===== config.mk =====
export PLATFORM = sky130hd
export DESIGN_NAME = bpc_front
export DESIGN_NICKNAME = d
export VERILOG_FILES = /design/src/hw/rtl/bpc_pkg.sv /design/src/hw/rtl/bpc_front.sv
export SDC_FILE = /design/constraint.sdc
export NUM_CORES = 1
export LEC_CHECK = 0
export BUFFER_PORTS_ARGS = -buffer_cell sky130_fd_sc_hd__buf_4
export CORE_UTILIZATION = 50
export CTS_CLUSTER_SIZE = 40
export DETAILED_ROUTE_END_ITERATION = 10
export HOLD_SLACK_MARGIN = 0.08
export PLACE_DENSITY = 0.95
export SETUP_SLACK_MARGIN = 0.2
export SYNTH_ARGS = -nofsm -noshare
export SYNTH_HDL_FRONTEND = slang
export SYNTH_SLANG_ARGS = --single-unit

===== constraint.sdc =====
create_clock -name clk_i -period 5.4 [get_ports clk_i]
set_clock_uncertainty 0.05 [all_clocks]
set_input_delay 0.54 -clock clk_i [delete_from_list [all_inputs] [get_ports clk_i]]
set_output_delay 0.54 -clock clk_i [all_outputs]
set_load 0.02 [all_outputs]

===== src/hw/rtl/bpc_pkg.sv =====
`default_nettype none

package bpc_pkg;

  localparam int unsigned OSS = 1;
  localparam int unsigned UP_W = 16 + OSS;
  localparam int unsigned UP_SHIFT = 8 - OSS;

  localparam logic signed [63:0] B6_OFFSET = 64'sd4000;
  localparam logic signed [63:0] B7_SCALE = 64'(50000 >> OSS);
  localparam logic signed [63:0] B7_SPLIT = 64'sh0000_0000_8000_0000;
  localparam logic signed [63:0] P_MAX = 64'sh0000_0000_7FFF_FFFF;
  localparam logic signed [63:0] P_MIN = 64'shFFFF_FFFF_8000_0000;
  localparam logic signed [63:0] C_3038 = 64'sd3038;
  localparam logic signed [63:0] C_M7357 = -64'sd7357;
  localparam logic signed [63:0] C_3791 = 64'sd3791;
  localparam logic signed [63:0] C_32768 = 64'sd32768;
  localparam logic signed [63:0] T_MAX = 64'sd32767;
  localparam logic signed [63:0] T_MIN = -64'sd32768;
  localparam logic signed [63:0] PA_MAX = 64'sd1048575;

  typedef enum logic [2:0] {
    REG_AC1_AC2 = 3'd0,
    REG_AC3_AC4 = 3'd1,
    REG_AC5_AC6 = 3'd2,
    REG_B1_B2   = 3'd3,
    REG_MC_MD   = 3'd4
  } bpc_reg_e;

  typedef enum logic [3:0] {
    ST_IDLE,
    ST_M1,
    ST_D1,
    ST_M2,
    ST_M3,
    ST_M4,
    ST_M5,
    ST_M6,
    ST_M7,
    ST_M8,
    ST_D2,
    ST_M9,
    ST_M10,
    ST_M11,
    ST_OUT
  } bpc_state_e;

  typedef struct packed {
    logic [31:0] ac1_ac2;
    logic [31:0] ac3_ac4;
    logic [31:0] ac5_ac6;
    logic [31:0] b1_b2;
    logic [31:0] mc_md;
  } bpc_cal_t;

  typedef struct packed {
    logic signed [16:0] dt;
    logic [UP_W-1:0]    up;
  } bpc_item_t;

  function automatic logic signed [63:0] sx16(input logic [15:0] v);
    return {{48{v[15]}}, v};
  endfunction

  function automatic logic signed [63:0] zx16(input logic [15:0] v);
    return {48'd0, v};
  endfunction

endpackage

`default_nettype wire


===== src/hw/rtl/bpc_front.sv =====
`default_nettype none

module bpc_front (
  input  logic                  clk_i,
  input  logic                  rst_ni,
  input  logic                  in_valid_i,
  output logic                  in_stall_o,
  input  logic [15:0]           raw_temperature_i,
  input  logic [23:0]           raw_pressure_i,
  input  logic [15:0]           ac6_i,
  output logic                  push_o,
  output bpc_pkg::bpc_item_t    item_o,
  input  logic                  full_i
);

  logic               valid_q, valid_d;
  bpc_pkg::bpc_item_t item_q, item_d;
  logic               accept;

  assign in_stall_o = valid_q && full_i;
  assign accept     = in_valid_i && !in_stall_o;
  assign push_o     = valid_q && !full_i;
  assign item_o     = item_q;

  always_comb begin
    valid_d = valid_q;
    item_d  = item_q;
    if (push_o) begin
      valid_d = 1'b0;
    end
    if (accept) begin
      valid_d      = 1'b1;
      item_d.dt    = signed'({1'b0, raw_temperature_i}) - signed'({1'b0, ac6_i});
      item_d.up    = raw_pressure_i[23:bpc_pkg::UP_SHIFT];
    end
  end

  always_ff @(posedge clk_i or negedge rst_ni) begin
    if (!rst_ni) begin
      valid_q <= 1'b0;
    end else begin
      valid_q <= valid_d;
    end
  end

  always_ff @(posedge clk_i) begin
    item_q <= item_d;
  end

endmodule

`default_nettype wire


==> flow_summary_export.csv, run 1 <==
group,metric,value,unit
clock_tree,ctsRootBufferMaster,"clkbuf_8",
synth,yosys_register_bits,35,
final_layout,fillers,249,
worst_setup_path,startpoint,"raw_temperature_i[0]",
synth,synth_area,2020,µm²
global_route,grt_antenna_before_repair,0,
place,gp_routability_congestion,0.826,
final_layout,final_util,74.7,%
clock_tree,hold_buffers,1,
final_layout,nets,350,
run_status,status,"complete, no violations",
global_route,grt_use_met3,4.69,%
clock_tree,clk_latency,0.27,ns
timing,fmax,427,MHz
synth,synth_top_area_share,50.7,%
pwr,power,720,µW
global_route,grt_start_max_net_pins,35,
global_route,grt_util_met1,25.2,%
job,drv_cap,0,
die,start_util,53.5,%
worst_setup_path,timing.rr.start,"valid_q",
global_route,gr-usage-all-layers,21.5,%
worst_setup_path,endpoint_kind,"flip-flop",
timing,rsz0062_at_grt,"no",
routing,post-route-drc-count,0,
pwr,power.density,256,nW/µm²
routing,drtIter0Drc,147,
worst_setup_path,critPathLaunchType,"input pin",
worst_hold_path,holdPathStages,1,
global_route,use_met2,37.5,%
die,core.rowCount,22,
worst_setup_path,reg2reg_to,"item_o[33]",
clock_tree,htree_levels,2,
die,core,3770,µm²
clock_tree,clockBufferDepth,2,
place,dp_hpwl,3470,µm
routing,wl,4470,µm
synth,synth_edf_count,34,
routing,viasPerCell,5.42,
worst_setup_path,cp_max_fo,4,
worst_hold_path,hold_end,"item_o[6]",
routing,first_pass_iters,4,
pwr,leakagePower,0.00129,µW
synth,synthCells,180,
synth,synth_warnings,0,
timing,max_slew_margin,68.5,%
synth,syn-num-nets,257,
synth,ys_top_cells_by_area,"edfxtp_1 (51%), ha_1 (9.9%), inv_1 (4.5%), a21oi_1 (4.0%), xor2_1 (2.6%)",
timing,timing.final.crit_share,43.3,%
final_layout,layout-drive-gt1-share,37.2,%
routing,antenna_left,0,
final_layout,fin_area,2820,µm²
clock_tree,cts_tree,"built",
global_route,top_usage_layer,"met2",
global_route,first_global_vias,1539,
clock_tree,cts_resized,0,
final_layout,insertedDiodeCount,0,
synth,synth_most_common_cell,"edfxtp_1",
die,die_w,65.5,µm
worst_setup_path,r2r_setup_slack,3.97,ns
die,die_h,65.5,µm
worst_setup_path,crit_chain,"buf_4 > inv_1 > ha_1 > fa_1 > nor2b_4 > o31a_4 > o311ai_4 > nor2_1 > a311oi_1",
clock_tree,numClockSinks,35,
timing,drv_slew,0,
final_layout,area_growth_syn_to_layout,39.8,%
place,portBuffers,88,
pwr,ir_worst_vdd,0.132,mV
timing,setup_viol,0,
timing,worstMarginPinSlew,0.473,ns
synth,syn_area_per_cell,11.2,µm²
global_route,grt_pass1_wl,6870,µm
routing,dr_total_vias,1744,
global_route,grt-ovfl-total,0,
worst_setup_path,r2r_cells,3,
worst_setup_path,crit_type,"input pin to flip-flop",
routing,wl_per_cell,13.9,µm
clock_tree,cts.clk_slew.worst_paths,0.06,ns
worst_setup_path,worstPathArrival,2.34,ns
timing,hold_viol_final,0,
place,dpl_cell_area,2730,µm²
clock_tree,cts_setup_buffers,0,
clock_tree,cts_made_buffers,5,
worst_hold_path,min-delay-start,"raw_pressure_i[13]",
synth,yosysSeqAreaShare,51.9,%
worst_hold_path,hp-class,"input pin to flip-flop",
worst_setup_path,worst_path_largest_cell_delay,0.33,ns
synth,async_reset_ff_share,2.86,%
timing,fin_crit,2.34,ns
synth,ys_types,40,
die,io_pins,96,
die,dieArea,4290,µm²
worst_setup_path,critPathSlowestCell,"a311oi_1",
synth,yosys-top-cells-count,"edfxtp_1 (34), inv_1 (24), a21oi_1 (16), ha_1 (16), nand2_1 (11)",
worst_setup_path,cp_data_required_time,5.40,ns
synth,synth_top_area_cell,"edfxtp_1",
synth,synth_ff_type,"edfxtp_1",
timing,fin_setup_tns,0,ns
==> report_power, final <==
group | internal (µW) | switching (µW)
Clock | 91.4 | 81.5
Sequential | 329 | 5.76
Combinational | 97.1 | 116
==> cell families (layout without fill, tap and decap cells) <==
family	Yosys count	in the layout	synth area share (%)
AOI/OAI and AO/OA	49	49	17.4
xor gates and xnor gates	9	9	3.91
adders and majority gates	17	17	10.9
buffers and inverters	28	122	5.40
DFF	35	35	51.9
muxes	1	1	0.497
and+or+nand+nor	41	41	9.99
==> flip-flops by register name (all words and copies together), names as in the netlist <==
register  count
valid_q       1
item_o       34
==> placed cells by master, fill, tap and decap left out, types with 2 or more instances in the layout <==
master    count
nor3_1        3
o21ai_0       8
a21oi_1      16
nor2b_1       4
xor2_1        6
a31oi_1       2
ha_1         16
clkbuf_8      5
nor2_1       10
o22ai_1       2
xnor2_1       3
o31ai_1       2
nand2_1      11
o21a_1        3
a21boi_0      3
edfxtp_1     34
and3_1        2
and2_1        2
buf_4        89
inv_1        24
clkbuf_1      3
nand3_1       5
==> layout make-up <==
class                   instances  area, µm²  area share [%]
repair buffers                 90        678            24.1
well taps                      48       60.1            2.13
flip-flops and latches         35       1050            37.1
clock buffers                   8       80.1            2.84
multi-input cells             117        863            30.6
inverters                      24       90.1            3.20
==> worst max-delay path by stage <==
| stage | to | slack, ns | cells after the start |
|---|---|---|---|
| after floorplan | item_o[0] | 2.59 | 2 |
| after global routing | item_o[29] | 2.98 | 9 |
| after global placement | item_o[31] | 2.87 | 9 |
| final | item_o[29] | 3.06 | 9 |
| after CTS | item_o[31] | 3.12 | 9 |
| after detailed placement | item_o[31] | 2.83 | 9 |
==> critical path, delay by kind of cell <==
family / cells / cell delay, ns
adders and majority gates: 2 / 0.51
and+or+nand+nor: 2 / 0.20
AOI/OAI and AO/OA: 3 / 0.95
buffers and inverters: 2 / 0.15
==> stage by stage <==
| stage | hold WS, ns | cells | setup slack, ns |
|---|---|---|---|
| 6_report | 0.385 | 322 | 3.06 |
| 5_1_grt | 0.371 | 322 | 2.98 |
| 2_1_floorplan | 0.194 | 180 | 2.59 |
| 3_5_place_dp | 0.272 | 313 | 2.83 |
| 4_1_cts | 0.377 | 322 | 3.12 |
| 3_3_place_gp | 0.265 | 313 | 2.87 |
==> metal layers <==
metal	part of all wire, %	wire length [µm]	up-vias
li1	-	-	838
met3	8.8	392	12
met5	0	0	-
met1	39	1750	778
met4	2.4	106	0
met2	50	2220	116
Power figures use the tool's default switching activity.
==> inputs of run 2 (changes only) <==
--- a/config.mk
+++ b/config.mk
@@ -5,12 +5,13 @@
 export SDC_FILE = /design/constraint.sdc
 export NUM_CORES = 1
 export LEC_CHECK = 0
+export ABC_AREA = 1
 export BUFFER_PORTS_ARGS = -buffer_cell sky130_fd_sc_hd__buf_4
-export CORE_UTILIZATION = 50
+export CORE_UTILIZATION = 43
 export CTS_CLUSTER_SIZE = 40
 export DETAILED_ROUTE_END_ITERATION = 10
 export HOLD_SLACK_MARGIN = 0.08
-export PLACE_DENSITY = 0.95
+export PLACE_DENSITY = 0.87
 export SETUP_SLACK_MARGIN = 0.2
 export SYNTH_ARGS = -nofsm -noshare
 export SYNTH_HDL_FRONTEND = slang
==> constraint.sdc (replaced) <==
create_clock -name clk_i -period 2.1 [get_ports clk_i]
set_clock_uncertainty 0.05 [all_clocks]
set_input_delay 0.21 -clock clk_i [delete_from_list [all_inputs] [get_ports clk_i]]
set_output_delay 0.21 -clock clk_i [all_outputs]
set_load 0.02 [all_outputs]
==> run 2 against run 1 <==
Combinational power rose to 2.7 times the previous value. Register-to-register slack lost 3.3 ns. Synthesized area up 6.2%. Routed wire length up 20%. Clock-buffer cell count unchanged. Global-route usage is 0.80 points lower. Worst hold slack worse by 0.25 ns. Clock power grew to 2.7 times the previous value. Sequential share of layout area decreased by 4.0 points. Cell count is 34% higher. Total power grew to 2.6 times the previous value. First-iteration DRC count shrank 63%. Critical path type unchanged.
==> flow_summary_export.csv, run 2 <==
group,metric,value,unit
place,portBuffers,88,
final_layout,largest_reg_flops,34,
worst_setup_path,crit_type,"input pin to flip-flop",
die,die_h,72.6,µm
place,dp_hpwl,3610,µm
run_status,status,"complete, no violations",
timing,fin_crit,1.55,ns
routing,first_pass_iters,4,
global_route,grt-ovfl-total,0,
synth,syn-num-nets,328,
routing,wl_per_cell,12.4,µm
place,gp_routability_congestion,0.820,
synth,synth_most_common_cell,"nand2_1",
synth,synth_top_area_share,47.7,%
synth,synth_edf_count,34,
worst_setup_path,startpoint,"raw_temperature_i[0]",
worst_hold_path,hp-class,"input pin to flip-flop",
clock_tree,cts_made_buffers,5,
synth,synth_ff_type,"edfxtp_1",
pwr,power.density,602,nW/µm²
timing,worstMarginPinSlew,0.416,ns
clock_tree,cts_tree,"built",
clock_tree,cts.clk_slew.worst_paths,0.06,ns
clock_tree,htree_levels,2,
synth,yosys_register_bits,35,
worst_setup_path,cp_max_fo,3,
synth,ys_top_cells_by_area,"edfxtp_1 (48%), nand2_1 (14%), inv_1 (9.8%), ha_1 (9.4%), nand3_1 (3.0%)",
pwr,leakagePower,0.00167,µW
routing,post-route-drc-count,0,
worst_setup_path,critPathLaunchType,"input pin",
global_route,gr-usage-all-layers,20.7,%
timing,hold_viol_final,0,
worst_setup_path,worstPathArrival,1.52,ns
worst_setup_path,timing.rr.start,"valid_q",
clock_tree,clockBufferDepth,2,
timing,timing.final.crit_share,73.8,%
clock_tree,ctsRootBufferMaster,"clkbuf_8",
worst_setup_path,reg2reg_to,"item_o[11]",
die,dieArea,5260,µm²
synth,synthCells,251,
routing,viasPerCell,4.49,
worst_setup_path,endpoint_kind,"flip-flop",
job,drv_cap,0,
pwr,power,1900,µW
die,die_w,72.6,µm
synth,synth_top_area_cell,"edfxtp_1",
global_route,grt_antenna_before_repair,0,
worst_setup_path,cp_data_required_time,2.07,ns
final_layout,nets,442,
worst_setup_path,r2r_cells,4,
routing,dr_total_vias,1944,
die,core,4750,µm²
synth,synth_area,2140,µm²
clock_tree,numClockSinks,35,
timing,drv_slew,0,
timing,max_slew_margin,72.3,%
final_layout,insertedDiodeCount,0,
routing,wl,5360,µm
synth,syn_area_per_cell,8.53,µm²
clock_tree,cts_resized,0,
final_layout,area_growth_syn_to_layout,47.6,%
synth,synth_warnings,0,
die,start_util,45.0,%
worst_setup_path,crit_end,"item_o[33]",
worst_setup_path,r2r_setup_slack,0.68,ns
timing,rsz0062_at_grt,"no",
synth,ys_types,21,
global_route,grt_start_max_net_pins,35,
die,io_pins,96,
routing,antenna_left,0,
synth,yosysSeqAreaShare,48.9,%
die,core.rowCount,25,
pwr,ir_worst_vdd,0.259,mV
timing,fmax,645,MHz
final_layout,fillers,386,
synth,yosys-top-cells-count,"nand2_1 (77), inv_1 (56), edfxtp_1 (34)",
final_layout,mostFrequentLayoutCells,"buf_4 (89), nand2_1 (77), inv_1 (56)",
final_layout,layout-drive-gt1-share,31.1,%
synth,async_reset_ff_share,2.86,%
clock_tree,clk_latency,0.28,ns
timing,setup_viol,0,
clock_tree,cts_setup_buffers,0,
final_layout,layout_commonest_cell,"buf_4",
global_route,first_global_vias,1788,
routing,drtIter0Drc,54,
timing,fin_setup_tns,0,ns
global_route,grt_pass1_wl,8150,µm
[run 2: cell count changes after synthesis, moves of 3 or more]
| cell | previous run | this run |
|---|---|---|
| nand2_2 | 1 | 9 |
| a21oi_1 | 16 | 8 |
| nand3_1 | 5 | 13 |
| inv_2 | 0 | 5 |
| nor2b_1 | 5 | 0 |
| nor3_1 | 3 | 0 |
| inv_1 | 24 | 56 |
| nor3_2 | 0 | 3 |
| a21boi_0 | 3 | 0 |
| nand2_1 | 11 | 77 |
| o21ai_0 | 8 | 0 |
| buf_2 | 3 | 0 |
[run 2: report_power, final]
part,internal (µW),switching [µW]
combinational,257,327
sequential,843,17.4
clock,235,224
[run 2: worst min-delay path by stage]
stage                    start      end  slack [ns]  cells after the start
floorplan               rst_ni  valid_q       -0.14                      0
global placement        rst_ni  valid_q       -0.06                      1
detailed placement      rst_ni  valid_q       -0.06                      1
CTS                     full_i  valid_q        0.11                      3
global route        in_valid_i  valid_q        0.14                      3
finish                  full_i  valid_q        0.13                      3
[run 2: kinds of logic (layout without fill, tap and decap cells)]
| logic type | Yosys count | in the layout | synth area share (%) |
|---|---|---|---|
| flip-flops | 35 | 35 | 48.9 |
| XOR/XNOR | 7 | 7 | 2.86 |
| AND/OR/NAND/NOR | 118 | 118 | 23.8 |
| AO/OA/AOI/OAI | 12 | 12 | 3.27 |
| adder cells (fa/ha/maj) | 17 | 17 | 10.3 |
| buffers and inverters | 62 | 177 | 10.9 |
[run 2: cell type report]
type / instances / area (µm²) / area share, %
flip-flops and latches: 35 / 1050 / 33.1
inverters: 62 / 233 / 7.36
repair buffers: 107 / 848 / 26.8
multi-input cells: 154 / 870 / 27.5
clock buffers: 8 / 80.1 / 2.53
well taps: 67 / 83.8 / 2.65
[run 2: critical path, cell delays in order]
cell,delay (ns)
buf_4,0.08
inv_1,0.04
ha_1,0.23
fa_1,0.41
inv_1,0.09
nand3_1,0.06
nand3_1,0.13
nand2_1,0.07
nand3_1,0.10
a21oi_1,0.09
[run 2: routing by layer]
layer  routed length [µm]  up-vias  share of wire, %  GRT usage (%)
met4                  102        0               1.9           8.50
met5                    0        -                 0              0
met2                 2690       69                50           38.0
met3                  390        7               7.3           4.03
li1                     -     1008                 -              -
met1                 2180      860                41           23.4
[run 2: stage by stage]
stage	setup WS (ns)	instances	hold slack (ns)	utilization (%)	area, µm²
4_1_cts	0.566	433	0.108	66.5	3160
2_1_floorplan	0.503	251	-0.136	-	2150
3_3_place_gp	0.338	407	-0.0646	61.0	2900
3_5_place_dp	0.268	407	-0.0641	61.0	2900
6_report	0.550	433	0.133	66.5	3160
5_1_grt	0.470	433	0.142	66.5	3160
[run 2: what timing repair did]
| action | CTS | global route |
|---|---|---|
| endpoints found under the hold margin | 18 | 0 |
| endpoints found under the setup margin | 0 | 0 |
| hold buffers | 18 | 0 |
