===== config.mk =====
export PLATFORM = sky130hd
export DESIGN_NAME = bpc_queue
export DESIGN_NICKNAME = d
export VERILOG_FILES = /design/src/hw/rtl/bpc_pkg.sv /design/src/hw/rtl/bpc_queue.sv
export SDC_FILE = /design/constraint.sdc
export NUM_CORES = 1
export LEC_CHECK = 0
export BUFFER_PORTS_ARGS = -buffer_cell sky130_fd_sc_hd__clkbuf_2
export CORE_MARGIN = 3
export CORE_UTILIZATION = 52
export CTS_CLUSTER_SIZE = 10
export DETAILED_ROUTE_END_ITERATION = 10
export PLACE_DENSITY = 0.85
export SYNTH_ARGS = -nofsm -noshare
export SYNTH_HDL_FRONTEND = slang
export SYNTH_SLANG_ARGS = --single-unit

===== constraint.sdc =====
create_clock -name clk_i -period 3.2 [get_ports clk_i]
set_input_delay 0.48 -clock clk_i [delete_from_list [all_inputs] [get_ports clk_i]]
set_output_delay 0.48 -clock clk_i [all_outputs]
set_load 0.01 [all_outputs]

===== src/hw/rtl/bpc_pkg.sv =====
`default_nettype none

package bpc_pkg;

  localparam int unsigned OSS = 1;
  localparam int unsigned UP_W = 16 + OSS;
  localparam int unsigned UP_SHIFT = 8 - OSS;

  localparam logic signed [63:0] B6_OFFSET = 64'sd4000;
  localparam logic signed [63:0] B7_SCALE = 64'(50000 >> OSS);
  localparam logic signed [63:0] B7_SPLIT = 64'sh0000_0000_8000_0000;
  localparam logic signed [63:0] P_MAX = 64'sh0000_0000_7FFF_FFFF;
  localparam logic signed [63:0] P_MIN = 64'shFFFF_FFFF_8000_0000;
  localparam logic signed [63:0] C_3038 = 64'sd3038;
  localparam logic signed [63:0] C_M7357 = -64'sd7357;
  localparam logic signed [63:0] C_3791 = 64'sd3791;
  localparam logic signed [63:0] C_32768 = 64'sd32768;
  localparam logic signed [63:0] T_MAX = 64'sd32767;
  localparam logic signed [63:0] T_MIN = -64'sd32768;
  localparam logic signed [63:0] PA_MAX = 64'sd1048575;

  typedef enum logic [2:0] {
    REG_AC1_AC2 = 3'd0,
    REG_AC3_AC4 = 3'd1,
    REG_AC5_AC6 = 3'd2,
    REG_B1_B2   = 3'd3,
    REG_MC_MD   = 3'd4
  } bpc_reg_e;

  typedef enum logic [3:0] {
    ST_IDLE,
    ST_M1,
    ST_D1,
    ST_M2,
    ST_M3,
    ST_M4,
    ST_M5,
    ST_M6,
    ST_M7,
    ST_M8,
    ST_D2,
    ST_M9,
    ST_M10,
    ST_M11,
    ST_OUT
  } bpc_state_e;

  typedef struct packed {
    logic [31:0] ac1_ac2;
    logic [31:0] ac3_ac4;
    logic [31:0] ac5_ac6;
    logic [31:0] b1_b2;
    logic [31:0] mc_md;
  } bpc_cal_t;

  typedef struct packed {
    logic signed [16:0] dt;
    logic [UP_W-1:0]    up;
  } bpc_item_t;

  function automatic logic signed [63:0] sx16(input logic [15:0] v);
    return {{48{v[15]}}, v};
  endfunction

  function automatic logic signed [63:0] zx16(input logic [15:0] v);
    return {48'd0, v};
  endfunction

endpackage

`default_nettype wire


===== src/hw/rtl/bpc_queue.sv =====
`default_nettype none

module bpc_queue (
  input  logic               clk_i,
  input  logic               rst_ni,
  input  logic               push_i,
  input  bpc_pkg::bpc_item_t item_i,
  output logic               full_o,
  output logic               valid_o,
  output bpc_pkg::bpc_item_t item_o,
  input  logic               pop_i
);

  bpc_pkg::bpc_item_t mem_q [2];
  logic               wp_q, rp_q;
  logic [1:0]         cnt_q;
  logic               do_pop;

  assign full_o  = cnt_q[1];
  assign valid_o = cnt_q != 2'd0;
  assign item_o  = mem_q[rp_q];
  assign do_pop  = pop_i && valid_o;

  always_ff @(posedge clk_i or negedge rst_ni) begin
    if (!rst_ni) begin
      wp_q  <= 1'b0;
      rp_q  <= 1'b0;
      cnt_q <= 2'd0;
    end else begin
      if (push_i) begin
        wp_q <= !wp_q;
      end
      if (do_pop) begin
        rp_q <= !rp_q;
      end
      cnt_q <= cnt_q + {1'b0, push_i} - {1'b0, do_pop};
    end
  end

  always_ff @(posedge clk_i) begin
    if (push_i) begin
      mem_q[wp_q] <= item_i;
    end
  end

endmodule

`default_nettype wire


==> results of run 1 <==
## routing by layer
layer | wire length, um | GRT usage
met1 | 1610 | 0.167
met2 | 2070 | 0.231
met3 | 319 | 0.0465
met4 | 82 | 0.0825
met5 | 0 | 0
## cells by family after synthesis
logic type | after synthesis
AND/OR/NAND/NOR | 3
buffers and inverters | 6
multiplexers | 34
XOR/XNOR | 4
flip-flops | 72
AO/OA/AOI/OAI | 1
adder cells (fa/ha/maj) | 2
## flip-flops by register name, indices dropped and copies added (netlist names)
signal / cells
cnt_q: 2
mem_q: 68
rp_q: 1
wp_q: 1
## cells in the mapped netlist, drive strengths merged
master / count
and2: 1
buf: 4
dfrtp: 4
edfxtp: 68
ha: 2
inv: 2
mux2: 34
nor2b: 1
o21a: 1
or2: 1
xnor2: 2
xor2: 2
## per-stage QoR
step | utilization | cells
2_1_floorplan | - | 122
3_3_place_gp | 0.617 | 261
3_5_place_dp | 0.617 | 261
4_1_cts | 0.646 | 275
5_1_grt | 0.646 | 275
6_report | 0.646 | 275
## cell type report
cell class / instances / area, um2
inverter: 2 / 7.51
multi-input combinational: 44 / 587
tap: 70 / 87.6
timing repair buffer: 74 / 375
fill: 362 / 1830
clock inverter: 4 / 15.0
sequential: 72 / 2140
clock buffer: 9 / 124
## final timing paths
path / startpoint / to / slack (ns)
max: rp_q / item_o[3] / 0.76
min: item_i[19] / mem_q[1][19] / 0.34
max reg2reg: wp_q / mem_q[0][20] / 1.61
min reg2reg: wp_q / wp_q / 0.54
max in group asynchronous: rst_ni / rp_q / 2.58
min in group asynchronous: rst_ni / cnt_q[0] / 0.49
## power groups by stage
stage                     Sequential, mW  Combinational [mW]  Clock, mW
after floorplan                     1.33               0.755          0
after CTS                           1.44               0.864      0.550
after global placement              1.44               0.842          0
final                               1.43               0.846      0.530
after detailed placement            1.45               0.858          0
after global routing                1.46               0.909      0.592
## cells in the final DEF (no fill, tap or decap)
| master | instances |
|---|---|
| and2_2 | 1 |
| clkbuf_2 | 73 |
| clkbuf_8 | 9 |
| clkinv_1 | 4 |
| dfrtp_1 | 3 |
| dfrtp_2 | 1 |
| dlygate4sd3_1 | 1 |
| edfxtp_1 | 68 |
| ha_1 | 2 |
| inv_1 | 2 |
| mux2_2 | 5 |
| mux2_4 | 29 |
| nor2b_4 | 1 |
| o21a_1 | 1 |
| or2_2 | 1 |
| xnor2_1 | 2 |
| xor2_1 | 2 |
==> qor.txt, run 1 <==
Crit-path max FO -> 35
Post CTS Setup Buffer Count -> 0
Initial antenna violation count -> 0
Synth Instances -> 122
Largest family of logic cells by synthesized area -> multiplexers
Slew HR -> 0.312
Vias per cell -> 4.79
Router iterations before antenna repair -> 4
Adder-Cell Fraction of Synth Area -> 0.00894
Count of cells resized by post-cts repair -> 0
Fin crit share -> 0.761
Worst hold path type -> in2reg
Largest net degree at the start of global routing -> 36
CTS H-Tree Depth -> 3
Largest stage delay on the critical path -> 1.05 ns
Max clock buf depth -> 2
Cell internal pwr -> 2.01 mW
Simple-Gate Fraction of Synth Area -> 0.00671
Fmax -> 0.410 GHz
Area grow syn2layout -> 19.3%
Crit Path Class -> reg2out
Clock Skew -> 0.00270 ns
Syn_area_per_cell -> 22.9 um2
Die H -> 79.4 um
Delay-heaviest family, CP -> flip-flops
Compound-cell area share of the yosys netlist -> 0.00268
Worst-path clk slew -> 0.06 ns
Core area -> 5170 um2
Routed WL -> 4070 um
Final instance area -> 3340 um2
Peak VDD IR -> 548 uV
Placed cell area -> 3190 um2
Ranking of synthesized cells by area -> edfxtp_1 (73%), mux2_4 (16%), dfrtp_1 (3.6%)
Full die area -> 6300 um2
Slew @ Worst Pin -> 1.03 ns
Final net count -> 243
Final Wtd Congestion -> 0.649
Share of power burned in registers -> 0.510
Clock root buffer master -> clkbuf_8
Final Hold Fails -> 0
Max-cap violations -> 0
Hold Path Stages -> 1
Slack of the critical path -> 0.764 ns
Post-CTS Hold Buffers -> 1
Cell Pwr Density -> 840 nW/um2
CTS tree -> done
HPWL after DPL -> 2740 um
Post-Synth XOR/XNOR Area -> 0.0125
Sequential fraction of the synthesis area -> 0.765
Startpoint types -> flop
Total GRT Usage -> 0.143
Wire per inst -> 14.8 um
Status -> finished clean
Worst-Skew Late Latency -> 0.32 ns
Crit-path cells -> mux2_2 -> clkbuf_2
Area leader, netlist -> edfxtp_1
IO Port Bufs -> 73
Unique masters post-synth -> 14
Initial core utilization -> 0.541
Clk sinks -> 72
Overall Power -> 2.81 mW
Combinational power share -> 0.302
Crit path required time -> 2.72 ns
Sw Ratio -> 0.285
Clock power share -> 0.189
Mux contribution to synthesized area -> 0.176
Row count -> 26
CTS buffer count -> 9
IO Pins -> 74
RSZ-0062 raised after global routing -> no
Setup_tns -> 0 ns
Slowest stage cell, crit path -> dfrtp_2
Stages on worst setup path -> 2
Critical path buffers and inverters -> 1
YS warnings -> 0
Die Wd -> 79.4 um
Vias -> 1,316
Worst endpoint data arrival time -> 1.96 ns
Period minus WS final -> 2.44 ns
Yosys reg bits -> 72
Lkg Pwr -> 1.37 nW
Synthesized cell area -> 2800 um2
Crit path capture type -> primary output
Inserted Diodes -> 0
Share of cells above drive strength 1 -> 0.585
Dpl ws -> 1.11 ns
Psw -> 0.801 mW
DRC -> 0
Setup Viol. Count Final -> 0
Syn nets -> 162
Slew Viols, Final -> 0
First-pass GRT wire length -> 6470 um
Grt total ovfl -> 0
Yosys top cell area share -> 0.730
Cells on worst reg2reg path -> 1
Drt initial violations -> 76
Antenna-violating nets left -> 0
Hold_ws -> 0.339 ns
Vias in the first global route -> 1,398
No activity file was read; power rests on OpenSTA's default activity.
==> run 2: changes to the inputs <==
CORE_UTILIZATION = 47   (was 52)
PLACE_DENSITY = 0.81   (was 0.85)
clock period = 2.1 ns   (was 3.2 ns; I/O delays follow)
==> qor.txt, run 2 (synthesis results as in run 1) <==
Dpl ws -> 0.432 ns
Slew HR -> 0.704
Metal2 WL -> 2280 um
Vias per cell -> 4.90
DRC -> 0
Sw Ratio -> 0.289
Number of flip-flops in the largest register -> 68
HPWL after DPL -> 3180 um
Psw -> 1.27 mW
Combinational power share -> 0.334
Router iterations before antenna repair -> 4
Core area -> 5640 um2
Worst hold path type -> in2reg
Final net count -> 248
Area grow syn2layout -> 22.1%
Vias -> 1,391
Inserted Diodes -> 0
First-pass GRT wire length -> 7140 um
Cell internal pwr -> 3.12 mW
Crit path capture type -> primary output
Die Wd -> 83.2 um
Crit Path Class -> reg2out
Clock Skew -> 0.00330 ns
Row count -> 27
Lkg Pwr -> 1.41 nW
Startpoint types -> flop
Worst-path clk slew -> 0.07 ns
Slew Viols, Final -> 0
CTS H-Tree Depth -> 3
Multi-input logic area -> 587 um2
Cell Count, Final, Fillers Out -> 284
Total GRT Usage -> 0.137
Biggest regs -> mem_q: 68 flops, cnt_q: 2 flops
Most common cell after layout, fill and taps aside -> clkbuf_2
Final Hold Fails -> 0
Largest net degree at the start of global routing -> 20
FF/Latch Area -> 2140 um2
Clock root buffer master -> clkbuf_8
Status -> finished clean
Met3 wire len -> 329 um
Antenna-violating nets left -> 0
Crit path required time -> 1.78 ns
Drt initial violations -> 70
Period minus WS final -> 1.99 ns
Vias in the first global route -> 1,460
Slack of the critical path -> 0.107 ns
Grt total ovfl -> 0
Final Wtd Congestion -> 0.719
# fillers -> 434
Setup_tns -> 0 ns
Full die area -> 6920 um2
Setup Viol. Count Final -> 0
Worst-Skew Late Latency -> 0.33 ns
IO Port Bufs -> 73
Fmax -> 0.502 GHz
Peak VDD IR -> 751 uV
Met1 Routed Length -> 1680 um
Share of power burned in registers -> 0.471
Initial antenna violation count -> 0
RSZ-0062 raised after global routing -> no
Crit-path max FO -> 14
Share of cells above drive strength 1 -> 0.599
Cell Pwr Density -> 1280 nW/um2
Initial core utilization -> 0.496
Slew @ Worst Pin -> 0.444 ns
Fin crit share -> 0.949
CTS tree -> done
DR top layer -> met4
Worst endpoint data arrival time -> 1.68 ns
Wire per inst -> 15.5 um
Biggest register -> mem_q
Most frequent cells in the layout -> clkbuf_2 (73), edfxtp_1 (68), mux2_4 (29)
IO Pins -> 74
CTS buffer count -> 9
Placed insts -> 268
Die H -> 83.2 um
Clock power share -> 0.195
Routed WL -> 4410 um
Clk sinks -> 72
Max-cap violations -> 0
Max clock buf depth -> 2
==> run 2: cell count changes in the layout (fill, tap and decap cells not counted) <==
cell,previous run,this run
buf_4,0,3
buf_12,0,2
clkinv_2,0,1
clkinvlp_4,0,1
==> run 2: final timing paths <==
kind | from | endpoint | slack, ns | depth (start not counted)
hold / removal | item_i[0] | mem_q[1][0] | 0.18 | 1
min in group asynchronous | rst_ni | cnt_q[1] | 0.32 | 2
setup reg to reg | cnt_q[1] | cnt_q[1] | 0.61 | 6
hold reg to reg | wp_q | wp_q | 0.56 | 1
setup / recovery | rp_q | item_o[25] | 0.11 | 3
max in group asynchronous | rst_ni | rp_q | 1.64 | 2
==> run 2: metal layers <==
metal,global-route usage,vias up
met5,0,-
met4,0.0906,0
met3,0.0506,8
met2,0.232,52
met1,0.141,683
li1,-,648
==> run 2: metrics by stage <==
stage / cell area [um2] / utilization / total power, mW / hold WS (ns)
3_3_place_gp: 3260 / 0.577 / 3.56 / 0.128
5_1_grt: 3420 / 0.606 / 4.63 / 0.147
2_1_floorplan: 2800 / - / 3.17 / 0.0194
4_1_cts: 3420 / 0.606 / 4.47 / 0.155
3_5_place_dp: 3260 / 0.577 / 3.60 / 0.128
6_report: 3420 / 0.606 / 4.39 / 0.176
==> run 2: repair_timing <==
| item | 4_1_cts | 5_1_grt |
|---|---|---|
| resized for setup | 0 | 0 |
| hold buffers | 1 | 0 |
| buffers inserted | 0 | 0 |
| hold endpoints to repair | 4 | 0 |
==> run 2: critical path: stages (launching register included) <==
cell and delay (ns):
dfrtp_2 0.62, buf_4 0.29, mux2_4 0.32, clkbuf_2 0.13
==> run 2: layout make-up <==
class	count	share of cell area
multi-input cells	44	0.172
clock inverters	6	0.00806
flip-flops and latches	72	0.627
repair buffers	79	0.128
inverters	2	0.00220
well taps	72	0.0264
clock buffers	9	0.0363
==> run 2: power groups by stage <==
stage / Sequential (mW) / Combinational [mW] / Clock [mW]
global route: 2.10 / 1.57 / 0.954
detailed placement: 2.11 / 1.50 / 0
finish: 2.07 / 1.47 / 0.855
floorplan: 2.02 / 1.15 / 0
CTS: 2.08 / 1.50 / 0.891
global placement: 2.09 / 1.47 / 0
==> run 3: changes to the inputs <==
CORE_MARGIN = 8   (was 3)
==> qor.txt, run 3 (synthesis results as in run 1) <==
Max clock buf depth -> 2
Largest net degree at the start of global routing -> 35
Share of cells above drive strength 1 -> 0.618
Slew Viols, Final -> 0
HPWL after DPL -> 3200 um
Crit Path Class -> reg2out
Critical path buffers and inverters -> 2
Grt total ovfl -> 0
Die Wd -> 93.2 um
Clock root buffer master -> clkbuf_8
Lkg Pwr -> 1.41 nW
IO Port Bufs -> 73
# fillers -> 457
Setup_tns -> 0 ns
Vias in the first global route -> 1,417
Worst-path clk slew -> 0.08 ns
Fin crit share -> 0.834
Fmax -> 0.571 GHz
Largest stage delay on the critical path -> 0.39 ns
Post-CTS Hold Buffers -> 1
CTS tree -> done
Most common cell after layout, fill and taps aside -> clkbuf_2
Peak VDD IR -> 811 uV
Worst hold path type -> in2reg
Post CTS Setup Buffer Count -> 0
Count of cells resized by post-cts repair -> 0
Crit-path max FO -> 26
Slack of the critical path -> 0.349 ns
Number of flip-flops in the largest register -> 68
Slew @ Worst Pin -> 0.491 ns
Dpl ws -> 0.604 ns
IO Pins -> 74
Final Hold Fails -> 0
CTS H-Tree Depth -> 3
Delay-heaviest family, CP -> flip-flops
First-pass GRT wire length -> 7010 um
Vias -> 1,325
Area grow syn2layout -> 22.7%
Total GRT Usage -> 0.108
Period minus WS final -> 1.75 ns
Row count -> 28
Worst endpoint data arrival time -> 1.44 ns
Slowest stage cell, crit path -> dfrtp_2
Routed WL -> 4520 um
Initial core utilization -> 0.478
Fin util -> 0.587
CTS buffer count -> 9
Slew HR -> 0.672
RSZ-0062 raised after global routing -> no
Biggest register -> mem_q
Vias per cell -> 4.62
DRC -> 0
Crit path required time -> 1.78 ns
Cell Pwr Density -> 1300 nW/um2
Startpoint types -> flop
Clk sinks -> 72
Core area -> 5850 um2
Inserted Diodes -> 0
Worst-Skew Late Latency -> 0.33 ns
Initial antenna violation count -> 0
Antenna-violating nets left -> 0
Wire per inst -> 15.7 um
Crit path capture type -> primary output
Crit-path cells -> buf_12 -> mux2_2 -> clkbuf_2
Full die area -> 8680 um2
Router iterations before antenna repair -> 2
Setup Viol. Count Final -> 0
Drt initial violations -> 51
Final net count -> 247
Status -> finished clean
Hold_ws -> 0.169 ns
Die H -> 93.2 um
Most frequent cells in the layout -> clkbuf_2 (73), edfxtp_1 (68), mux2_4 (29)
Clock Skew -> 0.00738 ns
Biggest regs -> mem_q: 68 flops, cnt_q: 2 flops
Final Wtd Congestion -> 0.668
Max-cap violations -> 0
==> run 3: cell types whose count changed in the layout (fill, tap and decap cells not counted), sizes merged <==
cell,before,now
buf,5,4
clkinvlp,1,4
clkinv,5,3
==> run 3: cell type report <==
cell class / instances / area [um2] / share of cell area
flip-flops and latches: 72 / 2140 / 0.624
multi-input cells: 44 / 587 / 0.171
repair buffers: 78 / 430 / 0.125
clock buffers: 9 / 124 / 0.0361
well taps: 75 / 93.8 / 0.0273
clock inverters: 7 / 48.8 / 0.0142
inverters: 2 / 7.51 / 0.00219
==> run 3: through the flow <==
step,instance area (um2),power (mW),std cells
floorplan,2800,3.17,122
global placement,3250,3.57,270
detailed placement,3250,3.61,270
CTS,3430,4.52,287
global route,3430,4.67,287
finish,3430,4.45,287
==> run 3: where the power goes <==
part	switching, mW	total, mW	internal [mW]
logic	0.732	1.53	0.798
registers	0.0946	2.01	1.92
clock network	0.487	0.912	0.425
total	1.31	4.45	3.14
==> run 3: worst paths after layout <==
path	start	to	slack, ns	depth (start not counted)
setup reg to reg	cnt_q[1]	cnt_q[1]	0.61	6
min in group asynchronous	rst_ni	cnt_q[0]	0.33	2
max in group asynchronous	rst_ni	rp_q	1.62	2
hold / removal	item_i[11]	mem_q[1][11]	0.17	1
hold reg to reg	wp_q	wp_q	0.55	1
setup / recovery	rp_q	item_o[1]	0.35	3
==> run 3: worst reg2reg max path, delay by kind of cell (launching register included) <==
family                   cells  cell delay (ns)
buffers and inverters        1             0.04
flip-flops                   1             0.42
AO/OA/AOI/OAI                1             0.21
adder cells (fa/ha/maj)      2             0.45
XOR/XNOR                     2             0.30
==> run 3: routing by layer <==
layer,part of all wire,global-route usage,vias to the layer above
met2,0.52,0.181,45
li1,-,-,642
met1,0.39,0.118,634
met3,0.072,0.0321,4
met4,0.015,0.0685,0
met5,0,0,-
